==> config.mk <==
export PLATFORM = sky130hd
export DESIGN_NAME = midi_led_command_decoder_core
export DESIGN_NICKNAME = d
export VERILOG_FILES = /design/src/rtl/mldc_pkg.sv /design/src/rtl/mldc_decode.sv /design/src/rtl/mldc_led_maps.sv /design/src/rtl/midi_led_command_decoder_core.sv
export SDC_FILE = /design/constraint.sdc
export NUM_CORES = 1
export LEC_CHECK = 0
export BUFFER_PORTS_ARGS = -buffer_cell sky130_fd_sc_hd__buf_2
export CORE_MARGIN = 1.5
export CORE_UTILIZATION = 50
export CTS_BUF_LIST = sky130_fd_sc_hd__clkbuf_4
export CTS_CLUSTER_DIAMETER = 40
export DETAILED_ROUTE_END_ITERATION = 8
export GPL_ROUTABILITY_DRIVEN = 1
export PLACE_DENSITY = 0.7
export SYNTH_ARGS = -nofsm -noshare
export SYNTH_HDL_FRONTEND = slang
export SYNTH_HIERARCHICAL = 1
export SYNTH_SLANG_ARGS = --single-unit
==> constraint.sdc <==
create_clock -name clk -period 8.1 [get_ports clk]
set_input_delay 2.43 -clock clk [delete_from_list [all_inputs] [get_ports clk]]
set_output_delay 2.43 -clock clk [all_outputs]
set_load 0.03 [all_outputs]
==> src/rtl/mldc_pkg.sv <==
package mldc_pkg;

	localparam int MAP_W             = 50;
	localparam int LED_COUNT_DEFAULT = 50;

	localparam logic [5:0] NO_LED = 6'd50;

	localparam logic [6:0] VAL_OFF   = 7'd0;
	localparam logic [6:0] VAL_BLINK = 7'd32;
	localparam logic [6:0] VAL_BOTH  = 7'd64;

	localparam logic [3:0] KIND_NONE        = 4'd0;
	localparam logic [3:0] KIND_LED         = 4'd1;
	localparam logic [3:0] KIND_BAR_LEFT    = 4'd2;
	localparam logic [3:0] KIND_BAR_RIGHT   = 4'd3;
	localparam logic [3:0] KIND_DIGIT_LEFT  = 4'd4;
	localparam logic [3:0] KIND_DIGIT_RIGHT = 4'd5;
	localparam logic [3:0] KIND_LEVEL_LEFT  = 4'd6;
	localparam logic [3:0] KIND_LEVEL_RIGHT = 4'd7;
	localparam logic [3:0] KIND_COLOUR      = 4'd8;

	localparam logic [3:0] CH_DISPLAY = 4'd3;

	typedef struct packed {
		logic [3:0] channel_number;
		logic [6:0] control_number;
		logic [6:0] data_value;
	} midi_msg_t;

	typedef struct packed {
		logic [3:0]       update_kind;
		logic [MAP_W-1:0] lit_map;
		logic [MAP_W-1:0] flash_map;
		logic [7:0]       segment_first;
		logic [7:0]       segment_second;
		logic [4:0]       bar_amount;
		logic [6:0]       colour_index;
		logic [7:0]       red_level;
		logic [7:0]       green_level;
		logic [7:0]       blue_level;
	} led_update_t;

	typedef struct packed {
		logic       en;
		logic [5:0] idx;
		logic       lit;
		logic       flash;
	} led_cmd_t;

	localparam logic [5:0] LED_TABLE_0 [32] = '{
		6'd15, 6'd50, 6'd50, 6'd50, 6'd50, 6'd24, 6'd23, 6'd22,
		6'd29, 6'd1,  6'd32, 6'd31, 6'd30, 6'd8,  6'd7,  6'd50,
		6'd50, 6'd50, 6'd50, 6'd14, 6'd50, 6'd50, 6'd50, 6'd50,
		6'd13, 6'd9,  6'd10, 6'd50, 6'd40, 6'd39, 6'd38, 6'd33};

	localparam logic [5:0] LED_TABLE_1 [32] = '{
		6'd44, 6'd50, 6'd50, 6'd50, 6'd50, 6'd28, 6'd19, 6'd18,
		6'd17, 6'd1,  6'd27, 6'd26, 6'd25, 6'd2,  6'd1,  6'd50,
		6'd50, 6'd50, 6'd50, 6'd43, 6'd50, 6'd50, 6'd50, 6'd50,
		6'd48, 6'd49, 6'd41, 6'd50, 6'd35, 6'd36, 6'd37, 6'd11};

	localparam logic [5:0] LED_TABLE_2 [32] = '{
		6'd50, 6'd50, 6'd12, 6'd50, 6'd6,  6'd3,  6'd5,  6'd4,
		6'd16, 6'd21, 6'd20, 6'd34, 6'd47, 6'd46, 6'd45, 6'd42,
		6'd50, 6'd50, 6'd50, 6'd50, 6'd50, 6'd50, 6'd50, 6'd50,
		6'd50, 6'd50, 6'd50, 6'd50, 6'd50, 6'd50, 6'd50, 6'd50};

	// Each entry holds the first pattern byte in the upper half.
	localparam logic [15:0] DIGIT_PAIRS [11] = '{
		{8'd243, 8'd91},  {8'd162, 8'd221}, {8'd32, 8'd223}, {8'd32, 8'd150},
		{8'd32, 8'd91},   {8'd0, 8'd130},   {8'd0, 8'd91},   {8'd0, 8'd150},
		{8'd0, 8'd223},   {8'd130, 8'd221}, {8'd211, 8'd91}};

	// Red, green, blue from the upper byte down.
	localparam logic [23:0] COLOUR_RGB [7] = '{
		{8'd0, 8'd0, 8'd0},       {8'd0, 8'd0, 8'd255},   {8'd255, 8'd50, 8'd100},
		{8'd255, 8'd120, 8'd0},   {8'd255, 8'd150, 8'd0}, {8'd255, 8'd200, 8'd200},
		{8'd0, 8'd255, 8'd0}};

	// Remainder of a 7-bit value by a small constant through five restoring
	// compare-and-subtract steps.
	function automatic logic [6:0] mod_small(input logic [6:0] v, input logic [6:0] d);
		logic [10:0] r;
		logic [10:0] s;
		r = {4'b0, v};
		for (int i = 4; i >= 0; i--) begin
			s = {4'b0, d} << i;
			if (r >= s) begin
				r = r - s;
			end
		end
		return r[6:0];
	endfunction

endpackage

==> src/rtl/mldc_decode.sv <==
module mldc_decode #(
	parameter int LED_COUNT = mldc_pkg::LED_COUNT_DEFAULT
) (
	input  mldc_pkg::midi_msg_t   msg,
	output mldc_pkg::led_cmd_t    cmd,
	output mldc_pkg::led_update_t info
);
	import mldc_pkg::*;

	logic [3:0] ch;
	logic [6:0] ctl;
	logic [6:0] val;
	logic [5:0] entry;
	logic [6:0] rem20;
	logic [6:0] rem11;
	logic [6:0] rem10;
	logic [6:0] rem7;
	logic [15:0] pair;
	logic [23:0] rgb;
	logic        led_ch;

	assign ch  = msg.channel_number;
	assign ctl = msg.control_number;
	assign val = msg.data_value;

	assign rem20 = mod_small(val, 7'd20);
	assign rem11 = mod_small(val, 7'd11);
	assign rem10 = mod_small(val, 7'd10);
	assign rem7  = mod_small(val, 7'd7);
	assign pair  = DIGIT_PAIRS[rem11[3:0]];
	assign rgb   = COLOUR_RGB[rem7[2:0]];

	assign led_ch = (ch[3:2] == 2'b00) && (ch[1:0] != 2'b11);

	always_comb begin
		case (ch[1:0])
			2'd0:    entry = LED_TABLE_0[ctl[4:0]];
			2'd1:    entry = LED_TABLE_1[ctl[4:0]];
			2'd2:    entry = LED_TABLE_2[ctl[4:0]];
			default: entry = NO_LED;
		endcase
	end

	always_comb begin
		cmd.idx   = entry;
		// Controls past the table address no LED.
		cmd.en    = led_ch && (ctl[6:5] == 2'b00) && (entry != NO_LED)
			&& (int'(entry) < LED_COUNT);
		cmd.lit   = 1'b1;
		cmd.flash = 1'b0;
		if (val == VAL_OFF) begin
			cmd.lit = 1'b0;
		end else if (val == VAL_BLINK) begin
			cmd.lit   = 1'b0;
			cmd.flash = 1'b1;
		end else if (val == VAL_BOTH) begin
			cmd.flash = 1'b1;
		end
	end

	always_comb begin
		info             = '0;
		info.update_kind = KIND_NONE;
		if (cmd.en) begin
			info.update_kind = KIND_LED;
		end else if (ch == CH_DISPLAY && ctl[6:4] == 3'b000) begin
			case (ctl[3:2])
				2'd0: begin
					info.update_kind = ctl[0] ? KIND_BAR_RIGHT : KIND_BAR_LEFT;
					info.bar_amount  = rem20[4:0];
				end
				2'd1: begin
					info.update_kind    = ctl[0] ? KIND_DIGIT_RIGHT : KIND_DIGIT_LEFT;
					info.segment_first  = pair[15:8];
					info.segment_second = pair[7:0];
				end
				2'd2: begin
					info.update_kind = ctl[0] ? KIND_LEVEL_RIGHT : KIND_LEVEL_LEFT;
					info.bar_amount  = rem10[4:0];
				end
				default: begin
					info.update_kind = KIND_NONE;
				end
			endcase
		end else if (ch[3:1] == 3'b010) begin
			info.update_kind  = KIND_COLOUR;
			info.colour_index = ctl;
			info.red_level    = rgb[23:16];
			info.green_level  = rgb[15:8];
			info.blue_level   = rgb[7:0];
		end
	end

endmodule

==> src/rtl/mldc_led_maps.sv <==
module mldc_led_maps #(
	parameter int LED_COUNT = mldc_pkg::LED_COUNT_DEFAULT
) (
	input  logic                         clk,
	input  logic                         arst_n,
	input  mldc_pkg::led_cmd_t           cmd,
	input  logic                         commit,
	output logic [mldc_pkg::MAP_W-1:0]   lit_view,
	output logic [mldc_pkg::MAP_W-1:0]   flash_view
);
	import mldc_pkg::*;

	localparam int IdxW = $clog2(LED_COUNT);

	logic [LED_COUNT-1:0] lit_q;
	logic [LED_COUNT-1:0] flash_q;
	logic [LED_COUNT-1:0] lit_next;
	logic [LED_COUNT-1:0] flash_next;

	// The decoder only enables indexes below LED_COUNT.
	always_comb begin
		lit_next   = lit_q;
		flash_next = flash_q;
		if (cmd.en) begin
			lit_next[cmd.idx[IdxW-1:0]]   = cmd.lit;
			flash_next[cmd.idx[IdxW-1:0]] = cmd.flash;
		end
	end

	always_ff @(posedge clk or negedge arst_n) begin
		if (!arst_n) begin
			lit_q   <= '0;
			flash_q <= '0;
		end else if (commit) begin
			lit_q   <= lit_next;
			flash_q <= flash_next;
		end
	end

	// The maps as they stand after this word, fitted to the result width.
	for (genvar i = 0; i < MAP_W; i++) begin : g_view
		if (i < LED_COUNT) begin : g_led
			assign lit_view[i]   = lit_next[i];
			assign flash_view[i] = flash_next[i];
		end else begin : g_pad
			assign lit_view[i]   = 1'b0;
			assign flash_view[i] = 1'b0;
		end
	end

endmodule

==> src/rtl/midi_led_command_decoder_core.sv <==
// Flow: an accepted word is held in the input stage (msg_s1) and moves to the result
// register (rsp_q) when that frees up, raising rsp_valid (two register stages in all).
// Throughput: one word per cycle unless the receiver stalls; the LED map update is a
// single read-modify-write of the map registers in the decode stage.
// Reset: both LED maps clear to zero and both stages come up empty.
module midi_led_command_decoder_core #(
	parameter int LED_COUNT = mldc_pkg::LED_COUNT_DEFAULT
) (
	input  logic                  clk,
	input  logic                  arst_n,
	input  logic                  req_valid,
	output logic                  req_ready,
	input  mldc_pkg::midi_msg_t   req_data,
	output logic                  rsp_valid,
	input  logic                  rsp_ready,
	output mldc_pkg::led_update_t rsp_data
);
	import mldc_pkg::*;

	midi_msg_t   msg_s1;
	logic        valid_s1;
	led_update_t rsp_q;
	logic        rsp_valid_q;

	led_cmd_t         cmd;
	led_update_t      info;
	logic [MAP_W-1:0] lit_view;
	logic [MAP_W-1:0] flash_view;
	logic             advance;
	logic             commit;
	led_update_t      result;

	// The result register frees up when empty or when taken this cycle.
	assign advance   = !rsp_valid_q || rsp_ready;
	assign commit    = valid_s1 && advance;
	assign req_ready = !valid_s1 || advance;

	mldc_decode #(
		.LED_COUNT(LED_COUNT)
	) u_decode (
		.msg  (msg_s1),
		.cmd  (cmd),
		.info (info)
	);

	mldc_led_maps #(
		.LED_COUNT(LED_COUNT)
	) u_led_maps (
		.clk        (clk),
		.arst_n     (arst_n),
		.cmd        (cmd),
		.commit     (commit),
		.lit_view   (lit_view),
		.flash_view (flash_view)
	);

	always_comb begin
		result           = info;
		result.lit_map   = lit_view;
		result.flash_map = flash_view;
	end

	always_ff @(posedge clk or negedge arst_n) begin
		if (!arst_n) begin
			valid_s1    <= 1'b0;
			rsp_valid_q <= 1'b0;
		end else begin
			if (req_ready) begin
				valid_s1 <= req_valid;
			end
			if (advance) begin
				rsp_valid_q <= valid_s1;
			end
		end
	end

	always_ff @(posedge clk) begin
		if (req_valid && req_ready) begin
			msg_s1 <= req_data;
		end
		if (commit) begin
			rsp_q <= result;
		end
	end

	assign rsp_valid = rsp_valid_q;
	assign rsp_data  = rsp_q;

endmodule

After elaboration in Yosys (flattened, before gate mapping)

Memory sizes are Yosys's and may differ from the RTL's. A register that Yosys moved wholly into a read port is not among the register bits.
Index checks and enable logic that the tools add are counted.

Equal/unequal tests: 10
Bitwise operators: 6
Add/sub/neg operators: 13
Multiplexer cells: 38
Reduce and logical (&&, ||, !) cells: 21
$lt $le $gt $ge: 17

Operators with widths:

| cell                                                                | count |
|---|---|
| two-way mux 11 bit                                                  | 10 |
| bitwise mux 50 bit                                                  | 2 |
| two-way mux 50 bit                                                  | 2 |
| two-way mux 6 bit                                                   | 6 |
| greater-or-equal comparator 11 x 4 -> 1 bit (second input constant) | 3 |
| greater-or-equal comparator 11 x 5 -> 1 bit (second input constant) | 3 |
| greater-or-equal comparator 11 x 6 -> 1 bit (second input constant) | 3 |
| subtractor 11 x 5 -> 11 bit (second input constant)                 | 3 |
| subtractor 11 x 6 -> 11 bit (second input constant)                 | 3 |
| subtractor 7 x 7 -> 8 bit (second input constant)                   | 3 |
| greater-or-equal comparator 7 bit (second input constant)           | 3 |
| case mux 6 bit (3 select lines)                                     | 1 |
| two-way mux 4 bit                                                   | 3 |
| case mux 4 bit (3 select lines)                                     | 1 |
| greater-or-equal comparator 11 x 3 -> 1 bit (second input constant) | 1 |
| subtractor 11 x 4 -> 11 bit (second input constant)                 | 1 |
| case mux 5 bit (2 select lines)                                     | 1 |
| two-way mux 1 bit                                                   | 9 |
| logical AND 1 bit                                                   | 8 |
| zero test 2 bit                                                     | 4 |
| == test 7 x 6 -> 1 bit (second input constant)                      | 1 |
| == test 7 bit (second input constant)                               | 1 |
| zero test 7 bit                                                     | 1 |
| less-than comparator 6 x 7 -> 1 bit (second input constant)         | 1 |
| 24 further kinds                                                    | 31 |

Memories kept: 5
Output and inout bits: 158
ROM bits: 1024
Register bits after elaboration: 236
Input port bits: 22

Memory list:

| name             | depth | bits a word | read ports | clocked after Yosys merged registers in | write ports | line              | text |
|---|---|---|---|---|---|---|---|
| (name not given) | 16    | 16          | 1          | 1                                       | 0           | mldc_decode.sv:30 | `assign pair = DIGIT_PAIRS[rem11[3:0]];` |
| (name not given) | 8     | 24          | 1          | 1                                       | 0           | mldc_decode.sv:31 | `assign rgb = COLOUR_RGB[rem7[2:0]];` |
| (name not given) | 32    | 6           | 1          | 0                                       | 0           | mldc_decode.sv:37 | `2'd0: entry = LED_TABLE_0[ctl[4:0]];` |
| (name not given) | 32    | 6           | 1          | 0                                       | 0           | mldc_decode.sv:38 | `2'd1: entry = LED_TABLE_1[ctl[4:0]];` |
| (name not given) | 32    | 6           | 1          | 0                                       | 0           | mldc_decode.sv:39 | `2'd2: entry = LED_TABLE_2[ctl[4:0]];` |

Depth between registers and ports, before layout

Gate-level depths: netlist of run 1.

Depth in word-level cells: 11
Gate-level depth with buffers: 32
Mapped depth without buffers: 27

Hierarchy

The synthesis of run 1 kept the hierarchy.

By module, submodules not included:

| module                        | instances | area each (µm²) | sequential area each (µm²) | cells each |
|---|---|---|---|---|
| mldc_led_maps                 | 1         | 5693.0          | 2502.4                     | 472 |
| midi_led_command_decoder_core | 1         | 5328.9          | 5275.1                     | 182 |
| mldc_decode                   | 1         | 4944.7          | 0.0                        | 755 |

Worst setup path before layout of run 1

No wires, ideal clock.

Path type: input to register
Start point: in rsp_ready
End point: reg u_led_maps.flash_q[24]
Data required time: 7.975 ns
Arrival time: 7.817 ns
Setup slack: 0.159 ns
Stages: 5
Path buffers: 0
Cells stage by stage: nand2b_1 and2_1 nand4b_1 nor2_1 mux2_2

Longest elaborated chain between the ends: 2

Ends and longest elaborated chain:

| element                | line                                | text |
|---|---|---|
| start: declaration     | midi_led_command_decoder_core.sv:15 | `input logic rsp_ready,` |
| logical OR 1 bit       | midi_led_command_decoder_core.sv:34 | `assign advance = !rsp_valid_q \|\| rsp_ready;` |
| logical AND 1 bit      | midi_led_command_decoder_core.sv:35 | `assign commit = valid_s1 && advance;` |
| net commit             | midi_led_command_decoder_core.sv:30 | `logic commit;` |
| end signal: assignment | mldc_led_maps.sv:36                 | `flash_q <= flash_next;` |
| end: declaration       | mldc_led_maps.sv:16                 | `logic [LED_COUNT-1:0] flash_q;` |

The timed path passes the listed nets, and every way through them passes these cells.
A chain may end at the register's enable or synchronous reset.

Worst setup path after layout of run 1

Start point: reg msg_s1[5] (netlist bit)
End point: reg rsp_q, in the netlist rsp_data[2] (data pin)

Longest elaborated chain between the ends: 11

Ends and longest elaborated chain:

| element                                                                                           | line                                | text |
|---|---|---|
| start: declaration                                                                                | midi_led_command_decoder_core.sv:20 | `midi_msg_t msg_s1;` |
| start signal: assignment                                                                          | midi_led_command_decoder_core.sv:79 | `msg_s1 <= req_data;` |
| subtractor 7 x 7 -> 8 bit / greater-or-equal comparator 7 bit (equally long branches)             | mldc_pkg.sv:89, mldc_pkg.sv:88      |  |
| two-way mux 11 bit (*)                                                                            | mldc_pkg.sv:88                      | `if (r >= s) begin` |
| subtractor 11 x 6 -> 11 bit / greater-or-equal comparator 11 x 6 -> 1 bit (equally long branches) | mldc_pkg.sv:89, mldc_pkg.sv:88      |  |
| two-way mux 11 bit (*)                                                                            | mldc_pkg.sv:88                      |  |
| subtractor 11 x 5 -> 11 bit / greater-or-equal comparator 11 x 5 -> 1 bit (equally long branches) | mldc_pkg.sv:89, mldc_pkg.sv:88      |  |
| two-way mux 11 bit (*)                                                                            | mldc_pkg.sv:88                      |  |
| subtractor 11 x 4 -> 11 bit / greater-or-equal comparator 11 x 4 -> 1 bit (equally long branches) | mldc_pkg.sv:89, mldc_pkg.sv:88      |  |
| two-way mux 11 bit (*)                                                                            | mldc_pkg.sv:88                      |  |
| greater-or-equal comparator 11 x 3 -> 1 bit / subtractor 3 bit (equally long branches)            | mldc_pkg.sv:88, mldc_pkg.sv:89      |  |
| two-way mux 3 bit (*)                                                                             | mldc_pkg.sv:88                      |  |
| NOT 3 -> 4 bit (implied by the code) (*)                                                          | mldc_decode.sv:31                   |  |
| end signal: assignment                                                                            | midi_led_command_decoder_core.sv:82 | `rsp_q <= result;` |
| end: declaration                                                                                  | midi_led_command_decoder_core.sv:22 | `led_update_t rsp_q;` |

Every way passes the cells marked *; elsewhere a longest branch is shown, timed or not.

==> results_dict.tcl, run 1 <==
set metrics [dict create \
    outcome "complete, no violations" \
    criticalPathCategory "reg -> reg" \
    irDropWorstVdd_v 0.000112 \
    cp-startpoint "msg_s1[5]" \
    clkSinkCount 276 \
    drv_slew 0 \
    wirelength_mm 34.6 \
    cp-start-kind "flip-flop" \
    hold_viol_final 0 \
    clk_path_buf_depth 3 \
    cts_tree "built" \
    drt-initial-drc-count 729 \
    antenna_found_initial 1 \
    die_h_um 177 \
    antenna_left 0 \
    final_nets 1533 \
    num-fill-cells 2536 \
    wl_per_cell_um 17.9 \
    p_sw_share_pct 30.8 \
    gp_congestion 0.873 \
    relSlewSlack_pct 23.7 \
    clock_skew_ns 0.0451 \
    power_uw 3630 \
    cp.required_ns 8.59 \
    arrival_ns 7.73 \
    grt_pass1_wl_mm 54.8 \
    postSynthAreaPerCell_um2 11.6 \
    internal_power_uw 2510 \
    grt_pass1_vias 10500 \
    postCtsHoldBufs 0 \
    grt_usage_pct 22.0 \
    clkLatencyLatePin_ns 0.69 \
    syn_inst 1309 \
    start_util_pct 51.1 \
    std_cell_rows 63 \
    endpoint_kind "flip-flop" \
    num_io_pins 180 \
    cts_root_buffer "clkbuf_4" \
    setup_violations 0 \
    ys_warn_count 6 \
    r2r-start "msg_s1[5]" \
    drive_above_1_share_pct 36.7 \
    min_period_ns 7.25 \
    path_max_fanout 15 \
    post-route-period-util_pct 89.5 \
    drc 0 \
    rsz0062_at_grt "false" \
    clock.fmax_ghz 0.138 \
    num_vias 10900 \
    clock_power_share_pct 34.8 \
    area_delta_synth_final_pct 13.4 \
    syn-cell-area_um2 15200 \
    hp-class "reg -> reg" \
    cts.repair.resized 0 \
    path_clk_slew_ns 0.06 \
    fp.dieW_um 177 \
    cts_max_level 3 \
    worst_pin_slew_ns 1.14 \
    via_per_inst 5.68 \
    io_buffers 179 \
    setup_tns_ns 0 \
    post-dp-hpwl_mm 23.1 \
    grt-ovfl-total 0 \
    seq_power_share_pct 44.1 \
    post_cts_buffers 0 \
    coreArea_um2 29800 \
    power_density_nw_per_um2 211 \
    p_sw_uw 1120 \
    holdCritStartpoint "u_led_maps/flash_q[48]" \
    dieArea_um2 31500 \
    first_pass_iters 6 \
    cap_violations 0 \
    cts_made_buffers 72 \
    p_comb_share_pct 21.0 \
    grt_max_degree 101 \
    p_leak_uw 0.00738 \
]
-- state kept, by name, summed over array words and instances (netlist names) --
register	flops
u_led_maps/flash_q	50
rsp_data	156
msg_s1	18
rsp_valid	1
u_led_maps/lit_q	50
valid_s1	1
-- critical path, stage by stage (launching register included) --
cell      delay (ns)
edfxtp_1        0.62
clkinv_1        0.39
ha_1            0.46
mux2i_1         0.10
a31oi_2         0.47
a21oi_1         0.18
ha_1            0.38
nand2_1         0.07
o21ai_0         0.33
nand2_1         0.16
o21bai_2        0.27
mux2i_1         0.38
ha_1            0.31
o211ai_1        0.13
o211ai_1        0.17
nor3_1          0.10
buf_4           0.17
xnor2_1         0.30
inv_2           0.17
ha_1            0.34
inv_1           0.34
o21ai_0         0.16
nand2_1         0.09
mux2i_1         0.09
or4_1           0.40
a22oi_1         0.20
mux2i_1         0.28
-- per-layer routing --
| metal | global-route usage (%) | vias up | part of all wire [%] |
|---|---|---|---|
| met4 | 6.55 | 0 | 1.4 |
| met2 | 33.6 | 344 | 46 |
| met1 | 30.9 | 5298 | 46 |
| met5 | 0 | - | 0 |
| met3 | 5.29 | 35 | 6.3 |
| li1 | - | 5259 | - |
-- metrics by stage --
stage	hold slack, ns	util (%)	std cells	instance area (um^2)	setup WS (ns)
after detailed placement	0.481	54.6	1793	16300	1.03
after global routing	0.506	57.9	1927	17300	0.188
after floorplan	0.459	-	1311	15200	0.159
final	0.501	57.9	1927	17300	0.852
after global placement	0.470	54.6	1793	16300	1.18
after CTS	0.498	57.9	1926	17300	0.992
-- power by group through the flow --
| stage | logic [uW] | registers [uW] | clock network (uW) |
|---|---|---|---|
| floorplan | 474 | 1740 | 0 |
| CTS | 758 | 1610 | 1310 |
| global placement | 750 | 1630 | 0 |
| detailed placement | 754 | 1630 | 0 |
| finish | 765 | 1600 | 1270 |
| global route | 832 | 1610 | 1390 |
-- cell type report --
type	count	area, um^2	share of cell area (%)
sequential	276	7780	45.1
tap	390	488	2.83
inverter	35	131	0.761
clock inverter	27	199	1.15
timing repair buffer	198	1040	6.03
clock buffer	106	796	4.61
multi-input combinational	894	6820	39.5
antenna	1	2.50	0.0145
-- final timing paths --
| kind | to | slack [ns] | depth (start not counted) |
|---|---|---|---|
| min in group asynchronous | u_led_maps/lit_q[10] | 1.77 | 1 |
| max | rsp_data[2] | 0.85 | 26 |
| min | u_led_maps/flash_q[48] | 0.50 | 1 |
| max reg2reg | rsp_data[2] | 0.85 | 26 |
| max in group asynchronous | u_led_maps/flash_q[25] | 5.14 | 2 |
| min reg2reg | u_led_maps/flash_q[48] | 0.50 | 1 |
-- layout by cell type (no fill, tap or decap), drive strengths merged, types with 33 or more instances in the layout --
cell type,count
mux2,207
buf,198
edfxtp,174
nand2,119
clkbuf,106
dfrtp,102
nor2,92
a21oi,56
o21ai,51
ha,34
inv,33
No activity file was read; power rests on OpenSTA's default activity.
==> run 2: changes to the inputs <==
--- a/config.mk
+++ b/config.mk
@@ -7,13 +7,14 @@
 export LEC_CHECK = 0
 export BUFFER_PORTS_ARGS = -buffer_cell sky130_fd_sc_hd__buf_2
 export CORE_MARGIN = 1.5
-export CORE_UTILIZATION = 50
+export CORE_UTILIZATION = 60
 export CTS_BUF_LIST = sky130_fd_sc_hd__clkbuf_4
 export CTS_CLUSTER_DIAMETER = 40
 export DETAILED_ROUTE_END_ITERATION = 8
 export GPL_ROUTABILITY_DRIVEN = 1
-export PLACE_DENSITY = 0.7
+export PLACE_DENSITY = 0.81
 export SYNTH_ARGS = -nofsm -noshare
 export SYNTH_HDL_FRONTEND = slang
 export SYNTH_HIERARCHICAL = 1
 export SYNTH_SLANG_ARGS = --single-unit
+export TNS_END_PERCENT = 30
==> run 2 against run 1 <==
Effect of this change: die area is 16% lower; combinational power shrank 1%; highest routed layer unchanged; maximum frequency decreased by 0.38%; clock power shrank 6%; sequential share of layout area is 0.34 points higher.
==> results_dict.tcl, run 2 (synthesis results as in run 1) <==
set metrics [dict create \
    clkLatencyLatePin_ns 0.67 \
    std_cell_rows 58 \
    drive_above_1_share_pct 36.4 \
    clock_skew_ns 0.0322 \
    wl_per_cell_um 17.9 \
    drv_slew 0 \
    post-route-period-util_pct 89.8 \
    antenna_found_initial 1 \
    setup_tns_ns 0 \
    first_pass_iters 5 \
    path_max_fanout 18 \
    grt_max_degree 101 \
    cts_max_level 3 \
    cap_violations 0 \
    coreArea_um2 25000 \
    grt-ovfl-total 0 \
    clk_path_buf_depth 3 \
    start_util_pct 60.8 \
    placed_area_um2 16200 \
    outcome "complete, no violations" \
    power_density_nw_per_um2 208 \
    final_common_cell "mux2_2" \
    grt_pass1_wl_mm 54.1 \
    final_area_um2 17100 \
    criticalPathCategory "reg -> reg" \
    drt-initial-drc-count 789 \
    num_vias 11000 \
    die_h_um 162 \
    drt-met1-wl_mm 15.0 \
    endpoint_kind "flip-flop" \
    num-fill-cells 1850 \
    postCtsHoldBufs 0 \
    area_delta_synth_final_pct 12.6 \
    met2_length_mm 15.5 \
    hold_depth 1 \
    relSlewSlack_pct 29.3 \
    clock.fmax_ghz 0.137 \
    arrival_ns 7.78 \
    setup_violations 0 \
    io_buffers 179 \
    rsz0062_at_grt "false" \
    wirelength_mm 33.4 \
    grt_pass1_vias 10500 \
    ff2ff_path_depth 24 \
    dieArea_um2 26300 \
    p_leak_uw 0.00735 \
    top_layer "met4" \
    antenna_left 0 \
    clkSinkCount 276 \
    power_uw 3560 \
    fp.dieW_um 162 \
    hp-class "reg -> reg" \
    via_per_inst 5.88 \
    drc 0 \
    post_cts_buffers 0 \
    cts_root_buffer "clkbuf_4" \
    irDropWorstVdd_v 0.000151 \
    num_io_pins 180 \
    path_clk_slew_ns 0.06 \
    grt_usage_pct 25.7 \
    gp_congestion 0.895 \
    post-dp-hpwl_mm 22.3 \
    cts_tree "built" \
    cts.repair.resized 0 \
    min_period_ns 7.28 \
    cp-start-kind "flip-flop" \
    final_nets 1533 \
    reg2reg_slack_ns 0.82 \
    worst_pin_slew_ns 1.05 \
    cts_made_buffers 72 \
    cp.required_ns 8.60 \
    largest_reg_flops 156 \
    layout_common_cells "mux2_2, buf_2, edfxtp_1, nand2_1, dfrtp_1" \
    hold_viol_final 0 \
    wl_met3_mm 2.21 \
]
## run 2: changes by cell type in the layout (fill, tap and decap cells not counted)
cell,change
clkbuf_4,-11
clkinv_2,+5
clkinv_1,+4
bufinv_16,-1
clkinv_4,+1
clkinvlp_4,+1
inv_2,+1
## run 2: layout make-up
class                      count  area [um^2]  area share [%]
antenna                        1         2.50          0.0146
clock buffer                  95          713            4.16
clock inverter                38          229            1.34
inverter                      35          131           0.767
multi-input combinational    894         6820            39.8
sequential                   276         7780            45.4
tap                          330          413            2.41
timing repair buffer         198         1040            6.08
## run 2: metal layers
layer	GRT usage [%]	vias to the layer above
met5	0	-
met4	9.30	0
met3	5.34	54
met2	39.4	379
met1	36.2	5310
li1	-	5242
## run 2: metrics by stage
| step | utilization, % | hold WS (ns) | setup slack [ns] | instances |
|---|---|---|---|---|
| floorplan | - | 0.459 | 0.159 | 1311 |
| global placement | 64.7 | 0.468 | 1.10 | 1733 |
| detailed placement | 64.7 | 0.480 | 1.02 | 1733 |
| CTS | 68.4 | 0.504 | 0.962 | 1866 |
| global route | 68.4 | 0.515 | 0.235 | 1867 |
| finish | 68.4 | 0.503 | 0.824 | 1867 |
## run 2: where the power goes
group	total [uW]	switching, uW	internal (uW)
Sequential	1610	31.2	1570
Combinational	756	519	237
Clock	1200	572	626
Total	3560	1120	2440
## run 2: worst max-delay path, stage by stage (launching register included)
cell      delay, ns
edfxtp_1       0.70
nor4b_4        0.53
a31oi_1        0.18
xnor2_1        0.18
ha_1           0.31
a21oi_1        0.22
ha_1           0.40
a21boi_0       0.44
nand2_1        0.09
o21ai_0        0.17
ha_1           0.33
o311a_1        0.38
o211ai_1       0.12
o211ai_1       0.16
nor3_1         0.51
xnor2_1        0.30
inv_2          0.17
ha_1           0.33
inv_1          0.30
o21ai_0        0.15
nand2_1        0.09
mux2i_1        0.09
or4_1          0.41
a22oi_1        0.26
mux2i_1        0.27
## run 2: final timing paths
| kind | to | start |
|---|---|---|
| min in group asynchronous | u_led_maps/flash_q[11] | arst_n |
| worst min-delay path | u_led_maps/lit_q[21] | u_led_maps/lit_q[21] |
| worst max-delay path | rsp_data[5] | msg_s1[2] |
| max in group asynchronous | u_led_maps/flash_q[42] | arst_n |
| worst max register to register | rsp_data[5] | msg_s1[2] |
| worst min register to register | u_led_maps/lit_q[21] | u_led_maps/lit_q[21] |
==> run 3: changes to the inputs <==
--- a/config.mk
+++ b/config.mk
@@ -13,6 +13,7 @@
 export DETAILED_ROUTE_END_ITERATION = 8
 export GPL_ROUTABILITY_DRIVEN = 1
 export PLACE_DENSITY = 0.81
+export RECOVER_POWER = 25
 export SYNTH_ARGS = -nofsm -noshare
 export SYNTH_HDL_FRONTEND = slang
 export SYNTH_HIERARCHICAL = 1
==> run 3 against run 2 <==
Effect of this change: the flow now finishes with violations (capacitance limit, slew limit); core utilization fell by 0.11 points; worst setup slack improved by 0.0036 ns; sequential share of layout area increased by 0.076 points; non-clock buffer count is the same; cell area shrank 0.17%; clock power about the same; sequential power hardly changed; count of clock-buffer cells in the layout unchanged; routed wire length about the same; critical endpoint unchanged; largest power group unchanged; highest routed layer unchanged.
==> results_dict.tcl, run 3 (synthesis results as in run 1) <==
set metrics [dict create \
    outcome "complete, but fails checks" \
    violations "capacitance limit, slew limit" \
    antenna_found_initial 1 \
    grt_pass1_wl_mm 54.1 \
    area_delta_synth_final_pct 12.4 \
    hp-class "reg -> reg" \
    drv_slew 116 \
    cts.repair.resized 0 \
    final_core_util_pct 68.3 \
    path_max_fanout 18 \
    hold_viol_final 0 \
    rsz0062_at_grt "false" \
    num_io_pins 180 \
    internal_power_uw 2440 \
    num-fill-cells 1858 \
    cts_root_buffer "clkbuf_4" \
    dp_slack_ns 1.02 \
    power_uw 3560 \
    postCtsHoldBufs 0 \
    clkLatencyLatePin_ns 0.67 \
    cp-start-kind "flip-flop" \
    cap_violations 2 \
    drt-initial-drc-count 767 \
    path_clk_slew_ns 0.06 \
    clock_skew_ns 0.0337 \
    final_nets 1533 \
    setup_violations 0 \
    relSlewSlack_pct -174 \
    power_density_nw_per_um2 208 \
    drive_above_1_share_pct 36.0 \
    num_vias 11000 \
    via_per_inst 5.90 \
    final_common_cell "mux2_2" \
    antenna_left 0 \
    fp.dieW_um 162 \
    ff2ff_path_depth 24 \
    post_cts_buffers 0 \
    cts_made_buffers 72 \
    min_period_ns 7.27 \
    p_leak_uw 0.00732 \
    p_sw_share_pct 31.5 \
    seq_power_share_pct 45.1 \
    arrival_ns 7.77 \
    hold_depth 1 \
    grt_pass1_vias 10500 \
    cts_tree "built" \
    grt_usage_pct 25.7 \
    coreArea_um2 25000 \
    wirelength_mm 33.5 \
    cts_max_level 3 \
    setup_tns_ns 0 \
    io_buffers 179 \
    irDropWorstVdd_v 0.000151 \
    fin_ws_ns 0.828 \
    endpoint_kind "flip-flop" \
    post-dp-hpwl_mm 22.3 \
    first_pass_iters 5 \
    clkSinkCount 276 \
    drc 0 \
    largest_reg_flops 156 \
    p_comb_share_pct 21.2 \
    grt_max_degree 101 \
    std_cell_rows 58 \
    dieArea_um2 26300 \
    worst_pin_slew_ns 4.11 \
    cp.required_ns 8.60 \
    clock_power_share_pct 33.7 \
    wl_per_cell_um 17.9 \
    clock.fmax_ghz 0.138 \
    grt-ovfl-total 0 \
    clk_path_buf_depth 3 \
    p_sw_uw 1120 \
    layout_common_cells "mux2_2, buf_2, edfxtp_1, nand2_1, dfrtp_1" \
    criticalPathCategory "reg -> reg" \
    die_h_um 162 \
    start_util_pct 60.8 \
    gp_congestion 0.895 \
    post-route-period-util_pct 89.8 \
]
-- run 3: cell count changes in the layout (fill, tap and decap cells not counted) --
cell and delta:
clkbuf_1 +3, nand3b_4 -1, and2_4 -2, and2_1 -2, nand3b_1 +1, and2_0 +4
buf_4 -3
-- run 3: cell type report --
cell class / instances / area (um^2) / area share [%]
flip-flops and latches: 276 / 7780 / 45.5
multi-input cells: 894 / 6810 / 39.8
repair buffers: 198 / 1030 / 6.02
clock buffers: 95 / 713 / 4.17
well taps: 330 / 413 / 2.41
clock inverters: 38 / 229 / 1.34
inverters: 35 / 131 / 0.768
diodes: 1 / 2.50 / 0.0146
-- run 3: layer usage --
| metal | share of wire (%) | vias up | global-route usage, % |
|---|---|---|---|
| met2 | 46 | 406 | 39.4 |
| met1 | 45 | 5305 | 36.2 |
| met5 | 0 | - | 0 |
| li1 | - | 5244 | - |
| met4 | 2.3 | 0 | 9.30 |
| met3 | 6.7 | 53 | 5.34 |
-- run 3: final timing paths --
check	start	slack, ns	end
max	msg_s1[2]	0.83	rsp_data[5]
min reg2reg	u_led_maps/lit_q[11]	0.50	u_led_maps/lit_q[11]
max in group asynchronous	arst_n	1.40	u_led_maps/flash_q[42]
min in group asynchronous	arst_n	2.10	u_led_maps/flash_q[11]
max reg2reg	msg_s1[2]	0.83	rsp_data[5]
min	u_led_maps/lit_q[11]	0.50	u_led_maps/lit_q[11]
-- run 3: power by group through the flow --
stage	registers [uW]	logic [uW]	clock network [uW]
after CTS	1610	749	1230
after global routing	1610	820	1320
final	1610	755	1200
after global placement	1630	737	0
after floorplan	1740	474	0
after detailed placement	1630	745	0
-- run 3: critical path: stages, from the launching register on --
cell and delay [ns]:
edfxtp_1 0.70, nor4b_4 0.53, a31oi_1 0.18, xnor2_1 0.18, ha_1 0.31, a21oi_1 0.22
ha_1 0.40, a21boi_0 0.45, nand2_1 0.09, o21ai_0 0.17, ha_1 0.33, o311a_1 0.38
o211ai_1 0.12, o211ai_1 0.16, nor3_1 0.51, xnor2_1 0.29, inv_2 0.17, ha_1 0.33
inv_1 0.31, o21ai_0 0.15, nand2_1 0.09, mux2i_1 0.09, or4_1 0.41, a22oi_1 0.26
mux2i_1 0.27
-- run 3: through the flow --
step	std cells	area [um^2]	hold slack (ns)
final	1867	17100	0.504
after CTS	1866	17100	0.504
after floorplan	1311	15200	0.459
after global placement	1733	16200	0.468
after detailed placement	1733	16200	0.480
after global routing	1867	17100	0.515
